[src/hw/rtl/spf_pkg.sv]
`timescale 1ns / 1ps
`default_nettype none

package spf_pkg;

   // Default pool depth
   localparam int CAPACITY_DEF = 64;

   // Operation codes carried in the request
   typedef enum logic [1:0] {
      FN_INSERT = 2'd0,
      FN_LIST   = 2'd1,
      FN_PREFIX = 2'd2,
      FN_OCTET  = 2'd3
   } func_type;

   // Result status codes
   typedef enum logic [1:0] {
      ST_MATCH  = 2'd0,
      ST_ACCEPT = 2'd1,
      ST_FULL   = 2'd2,
      ST_NONE   = 2'd3
   } status_type;

   // Controller states
   typedef enum logic {
      S_IDLE = 1'b0,
      S_SCAN = 1'b1
   } state_type;

   // Request transaction
   typedef struct packed {
      func_type    func;
      logic [31:0] address;
      logic [2:0]  prefix_octets;
      logic [7:0]  octet_value;
   } req_type;

   // Result transaction
   typedef struct packed {
      logic [31:0] address_res;
      status_type  status;
      logic        last;
   } rsp_type;

   // Command broadcast to every cell of the chain
   typedef struct packed {
      logic        insert;
      logic        rotate;
      logic [31:0] addr;
   } cmd_type;

   // Leading-octet mask; lengths outside 1..4 clamp to the nearest end
   function automatic logic [31:0] prefix_mask(input logic [2:0] plen);
      logic [31:0] m;
      case (plen) inside
         3'd0, 3'd1: m = 32'hFF00_0000;
         3'd2:       m = 32'hFFFF_0000;
         3'd3:       m = 32'hFFFF_FF00;
         default:    m = 32'hFFFF_FFFF;
      endcase
      return m;
   endfunction

   // Query match test for one pool entry
   function automatic logic entry_hit(input func_type f, input logic [31:0] e,
                                      input logic [31:0] key, input logic [31:0] mask,
                                      input logic [7:0] oct);
      logic h;
      case (f)
         FN_LIST:   h = 1'b1;
         FN_PREFIX: h = ((e & mask) == (key & mask));
         FN_OCTET:  h = (e[31:24] == oct) || (e[23:16] == oct) ||
                        (e[15:8] == oct) || (e[7:0] == oct);
         default:   h = 1'b0;
      endcase
      return h;
   endfunction

endpackage

`default_nettype wire

[src/hw/rtl/spf_cell.sv]
`timescale 1ns / 1ps
`default_nettype none

// One slot of the sorted chain
module spf_cell (
   input  wire logic             clock,
   input  wire spf_pkg::cmd_type cmd,
   input  wire logic             occupied,    // slot lies below the fill count
   input  wire logic             is_tail,     // slot holds the last valid entry
   input  wire logic             prev_keep,   // upstream slot keeps its entry
   input  wire logic [31:0]      prev_entry,
   input  wire logic [31:0]      next_entry,
   input  wire logic [31:0]      head_entry,
   output logic                  keep,
   output logic [31:0]           entry
);

   logic [31:0] entry_ff;
   logic [31:0] entry_in;

   assign entry = entry_ff;

   // Entry stays put when it sorts at or ahead of the new address
   assign keep = occupied && (entry_ff >= cmd.addr);

   // Insert shifts down behind the insertion point; rotate moves toward the head
   always_comb begin
      entry_in = entry_ff;
      if (cmd.insert) begin
         if (keep) begin
            entry_in = entry_ff;
         end else if (prev_keep) begin
            entry_in = cmd.addr;
         end else begin
            entry_in = prev_entry;
         end
      end else if (cmd.rotate) begin
         entry_in = is_tail ? head_entry : next_entry;
      end
   end

   always_ff @(posedge clock) begin
      entry_ff <= entry_in;
   end

endmodule

`default_nettype wire

[config.mk]
export PLATFORM = sky130hd
export DESIGN_NAME = spf_cell
export DESIGN_NICKNAME = d
export VERILOG_FILES = /design/src/hw/rtl/spf_pkg.sv /design/src/hw/rtl/spf_cell.sv
export SDC_FILE = /design/constraint.sdc
export NUM_CORES = 1
export LEC_CHECK = 0
export BUFFER_PORTS_ARGS = -buffer_cell sky130_fd_sc_hd__buf_4
export CAP_MARGIN = 30
export CORE_UTILIZATION = 35
export DETAILED_ROUTE_END_ITERATION = 10
export PLACE_DENSITY = 0.64
export SLEW_MARGIN = 20
export SYNTH_ARGS = -nofsm -noshare
export SYNTH_HDL_FRONTEND = slang
export SYNTH_SLANG_ARGS = --single-unit
[constraint.sdc]
create_clock -name clock -period 4.3 [get_ports clock]
set_input_delay 0.43 -clock clock [delete_from_list [all_inputs] [get_ports clock]]
set_output_delay 0.43 -clock clock [all_outputs]
set_load 0.01 [all_outputs]
After elaboration in Yosys (flattened, before gate mapping)
Index checks and enable logic that the tools add are counted.
- add/sub/neg operators: 0
- $mul: 0
- divide/modulo/power cells: 0
- order comparisons: 1
- equal/unequal tests: 1
- shift operators: 0
- multiplexer cells: 5
- bitwise logic cells: 0
- reductions and logical operators: 3
- operators by type and width (operator ; number):
    $mux W32 ; 5
    $ge A32 B32 Y1 ; 1
    $ne A2 B2 Y1 const B ; 1
    $reduce_and A2 Y1 ; 1
    $reduce_bool A2 Y1 ; 1
    $logic_and A1 B1 Y1 ; 1
- bits in registers: 32
- bits in latches: 0
- bits in writable memories: 0
- ROM bits: 0
- bits of input ports: 134
- output and inout port bits: 33
- word-level logic and storage cells: 11
- memories: 0

Longest topological paths before layout
- depth after elaboration: 4
- mapped depth: 7
- gate-level depth less buffers: 7

Least setup slack after synthesis
No wires, ideal clock.
- path type: reg-to-reg
- start: register entry_ff[0] (netlist: entry[0])
- end: register entry_ff[0] (netlist: entry[0]) (enable)
- setup time: 0.425 ns
- data arrival time: 2.931 ns
- data required time: 3.875 ns
- path slack: 0.944 ns
- stages on the path, launching flop included: 8
- path buffers: 0
- period minus slack after synthesis: 3.356 ns
- path through: edfxtp_1 inv_1 ha_1 nand2b_4 a2111oi_2 o32a_1 a21oi_2 o21ai_1
- cells in the longest elaborated chain, start to end: 4
- RTL lines (item ; line ; source):
    start, declared ; spf_cell.sv:18 ; logic [31:0] entry_ff;
    start signal, assigned ; spf_cell.sv:43 ; entry_ff <= entry_in;
    $ge A32 B32 Y1 ; spf_cell.sv:24 ; assign keep = occupied && (entry_ff >= cmd.addr);
    $logic_and A1 B1 Y1 ; spf_cell.sv:24 ;
    $ne A2 B2 Y1 (no line) ; -- ;
    $reduce_and A2 Y1 (no line) ; -- ;
No other way between the ends.
A chain may end at the register's enable or synchronous reset.

Final worst setup path
- start: register entry_ff[14] (netlist: entry[14])
- end: output port keep
- cells in the longest elaborated chain, start to end: 2
- RTL lines (item ; line ; source):
    $ge A32 B32 Y1 ; spf_cell.sv:24 ;
    $logic_and A1 B1 Y1 ; spf_cell.sv:24 ;
    end, declared ; spf_cell.sv:14 ; output logic keep,
No other way between the ends.

==> reports/results.tsv <==
stage	metric	value	unit
outcome	status	finished, final reports clean	
routing	remaining_drc_errors	0	
power	clkPwrFrac	25.3	%
placed_design	port_buffers	166	
routing	drtAntennaViolNets	0	
finish	final_common_cell	buf_4	
placed_design	hpwl	6430	um
sta	fmax	0.388	GHz
sta	slew_headroom	54.9	%
worst_setup_path	cp.arrival	2.15	ns
cts	clk_transition_reported_paths	0.07	ns
worst_setup_path	worstSetupStartpointType	flip-flop	
global_route	grt_max_degree	67	
power	power.share.switching	28.7	%
finish	syn_to_final_growth	51.4	%
worst_setup_path	crit_fanout	3	
logic_synthesis	synth_edf_count	32	
worst_setup_path	critPathKind	reg2out	
power	peakVddDrop	0.169	mV
cts	clock-sinks	32	
worst_setup_path	timing.reg2reg.setup_slack	1.79	ns
logic_synthesis	synthesis.area	0.00281	mm^2
cts	clk_path_buf_depth	2	
sta	maxSlewViolCount	0	
logic_synthesis	syn-instance-count	295	
min_path	min_path_cells	3	
floorplanning	start_util	36.3	%
logic_synthesis	ys_warn_count	0	
finish	fillers	715	
logic_synthesis	synth_area_leader_cell	edfxtp_1	
sta	finalSetupViolCount	0	
logic_synthesis	synth-async-reset-ratio	0	%
worst_setup_path	rr_worst_depth	7	
cts	post_cts.repair.setup_buffers	0	
cts	clockRootBuffer	clkbuf_8	
cts	clk-insertion-delay-late	0.28	ns
floorplanning	core_region_area	0.00773	mm^2
sta	period_minus_slack	2.58	ns
floorplanning	pin_count	167	
sta	clock_skew	0.00706	ns
power	p_per_area	258	mW/mm^2
logic_synthesis	synth_top_area_share	34.2	%
finish	nets	617	
routing	drt_iter0_markers	68	
cts	ctsHoldBuffers	0	
sta	period_share	60.0	%
placed_design	gp_congestion	0.814	
global_route	grt_antenna_before_repair	0	
power	seqPwrFrac	38.0	%
worst_setup_path	rr_endpoint	entry[18]	
floorplanning	dieWidth	91.5	um
power	combPwrFrac	36.7	%
sta	timing.setup.tns	0	ns
sta	tightest_slew	0.677	ns
logic_synthesis	synth_ff_type	edfxtp_1	
logic_synthesis	synth_nets	461	
power	p_int	0.782	mW
flow_run	cap_violations	0	
finish	largest_reg_flops	32	
floorplanning	rows	32	
routing	first_pass_iters	4	
global_route	grt-ovfl-total	0	
global_route	grt_pass1_vias	2680	
sta	hold_ws	0.501	ns
routing	vias	2714	
logic_synthesis	synth_area_leaders	edfxtp_1 34%, ha_1 14%, mux2i_1 12%, a211oi_1 8.6%, a21oi_1 7.8%	
logic_synthesis	ys_types	28	
global_route	grt_use_total	19.3	%
logic_synthesis	synth_seq_cells	32	
min_path	hold-path-endpoint	entry[20]	
routing	avgRoutedWirePerCell	14.5	um
cts	post_cts_resized	0	
logic_synthesis	syn-mean-instance-area	9.51	um^2
worst_setup_path	required	3.87	ns
cts	cts_tree	yes	
power	power.leakage	2.05	nW
worst_setup_path	r2r-start	entry[17]	
min_path	min_from	head_entry[20]	
floorplanning	die_h	91.5	um
logic_synthesis	synth_seq_area_share	34.2	%
routing	wl	8040	um
floorplanning	dieArea	0.00838	mm^2
cts	htreeDepth	2	
cts	cts_inserted_buffers	5	
routing	vias_per_cell	4.90	
finish	n_antenna_cell	0	
sta	hold_viol	0	
global_route	grt_pass1_wl	12600	um
worst_setup_path	worstSetupEndpointType	output pin	
sta	rsz0062_at_grt	false	
power	power_switching	0.314	mW
finish	layout_common_cells	166 x buf_4, 44 x a21oi_1, 33 x inv_1, 33 x mux2i_1	
min_path	hp-class	in2reg	
finish	drive_gt1_share	39.8	%
[layer usage]
metal	track usage [%]	part of all wire [%]
met1	22.6	40
met4	6.48	2.0
met5	0	0
met2	34.5	52
met3	4.19	5.5
[synthesized netlist by cell type (all sizes together) (2+ instances only)]
master	number
nor2b	32
edfxtp	32
a21oi	45
inv	33
buf	11
a211oi	32
nand2	11
mux2i	33
nand2b	2
clkbuf	7
nand3	3
a221oi	2
o21a	3
o21ai	5
and4	3
nand4	4
ha	32
[power groups by stage]
stage          clock network, mW  registers, mW  logic, mW
2_1_floorplan                  0          0.442      0.176
3_3_place_gp                   0          0.423      0.391
3_5_place_dp                   0          0.424      0.406
4_1_cts                    0.284          0.418      0.407
5_1_grt                    0.302          0.422      0.444
6_report                   0.277          0.417      0.403
[worst max-delay path, cell delays in order (launching register included)]
cell and delay (ns):
edfxtp_1 0.40, ha_1 0.34, and4_4 0.27, o211ai_2 0.08, o32a_1 0.31, a21oi_2 0.21, o21a_1 0.15, buf_4 0.13
[cell type report]
type                            count  area (um^2)  share of cell area (%)
Clock inverter                      3         37.5                   0.884
Inverter                           33          124                    2.92
Multi-Input combinational cell    212         1660                    39.0
Tap cell                          102          128                    3.00
Timing Repair Buffer              167         1270                    30.0
Clock buffer                        5         68.8                    1.62
Sequential cell                    32          961                    22.6
[stage by stage]
| stage | power (mW) | cells | setup WS, ns | cell area, um^2 | util (%) |
|---|---|---|---|---|---|
| after floorplan | 0.618 | 295 | 0.944 | 2810 | - |
| after global placement | 0.814 | 545 | 1.40 | 4110 | 53.2 |
| after detailed placement | 0.830 | 546 | 1.59 | 4140 | 53.6 |
| after CTS | 1.11 | 554 | 1.71 | 4250 | 55.0 |
| after global routing | 1.17 | 554 | 1.57 | 4250 | 55.0 |
| final | 1.10 | 554 | 1.72 | 4250 | 55.0 |
[logic make-up after synthesis]
| family | count (synthesis) | synth area share (%) |
|---|---|---|
| compound gates | 90 | 20.4 |
| fa+ha+maj | 32 | 14.3 |
| buf+inv | 51 | 7.18 |
| flops | 32 | 34.2 |
| mux | 33 | 11.8 |
| simple gates | 57 | 12.2 |
[how the worst max path moves through the flow]
stage / to / startpoint / slack, ns
final: keep / entry[14] / 1.72
after global routing: keep / entry[9] / 1.57
after CTS: keep / entry[14] / 1.71
after detailed placement: entry[12] / cmd[19] / 1.59
after global placement: entry[20] / cmd[19] / 1.40
after floorplan: entry[0] / entry[0] / 0.94
Note: power is estimated with default switching activity, not from simulation.
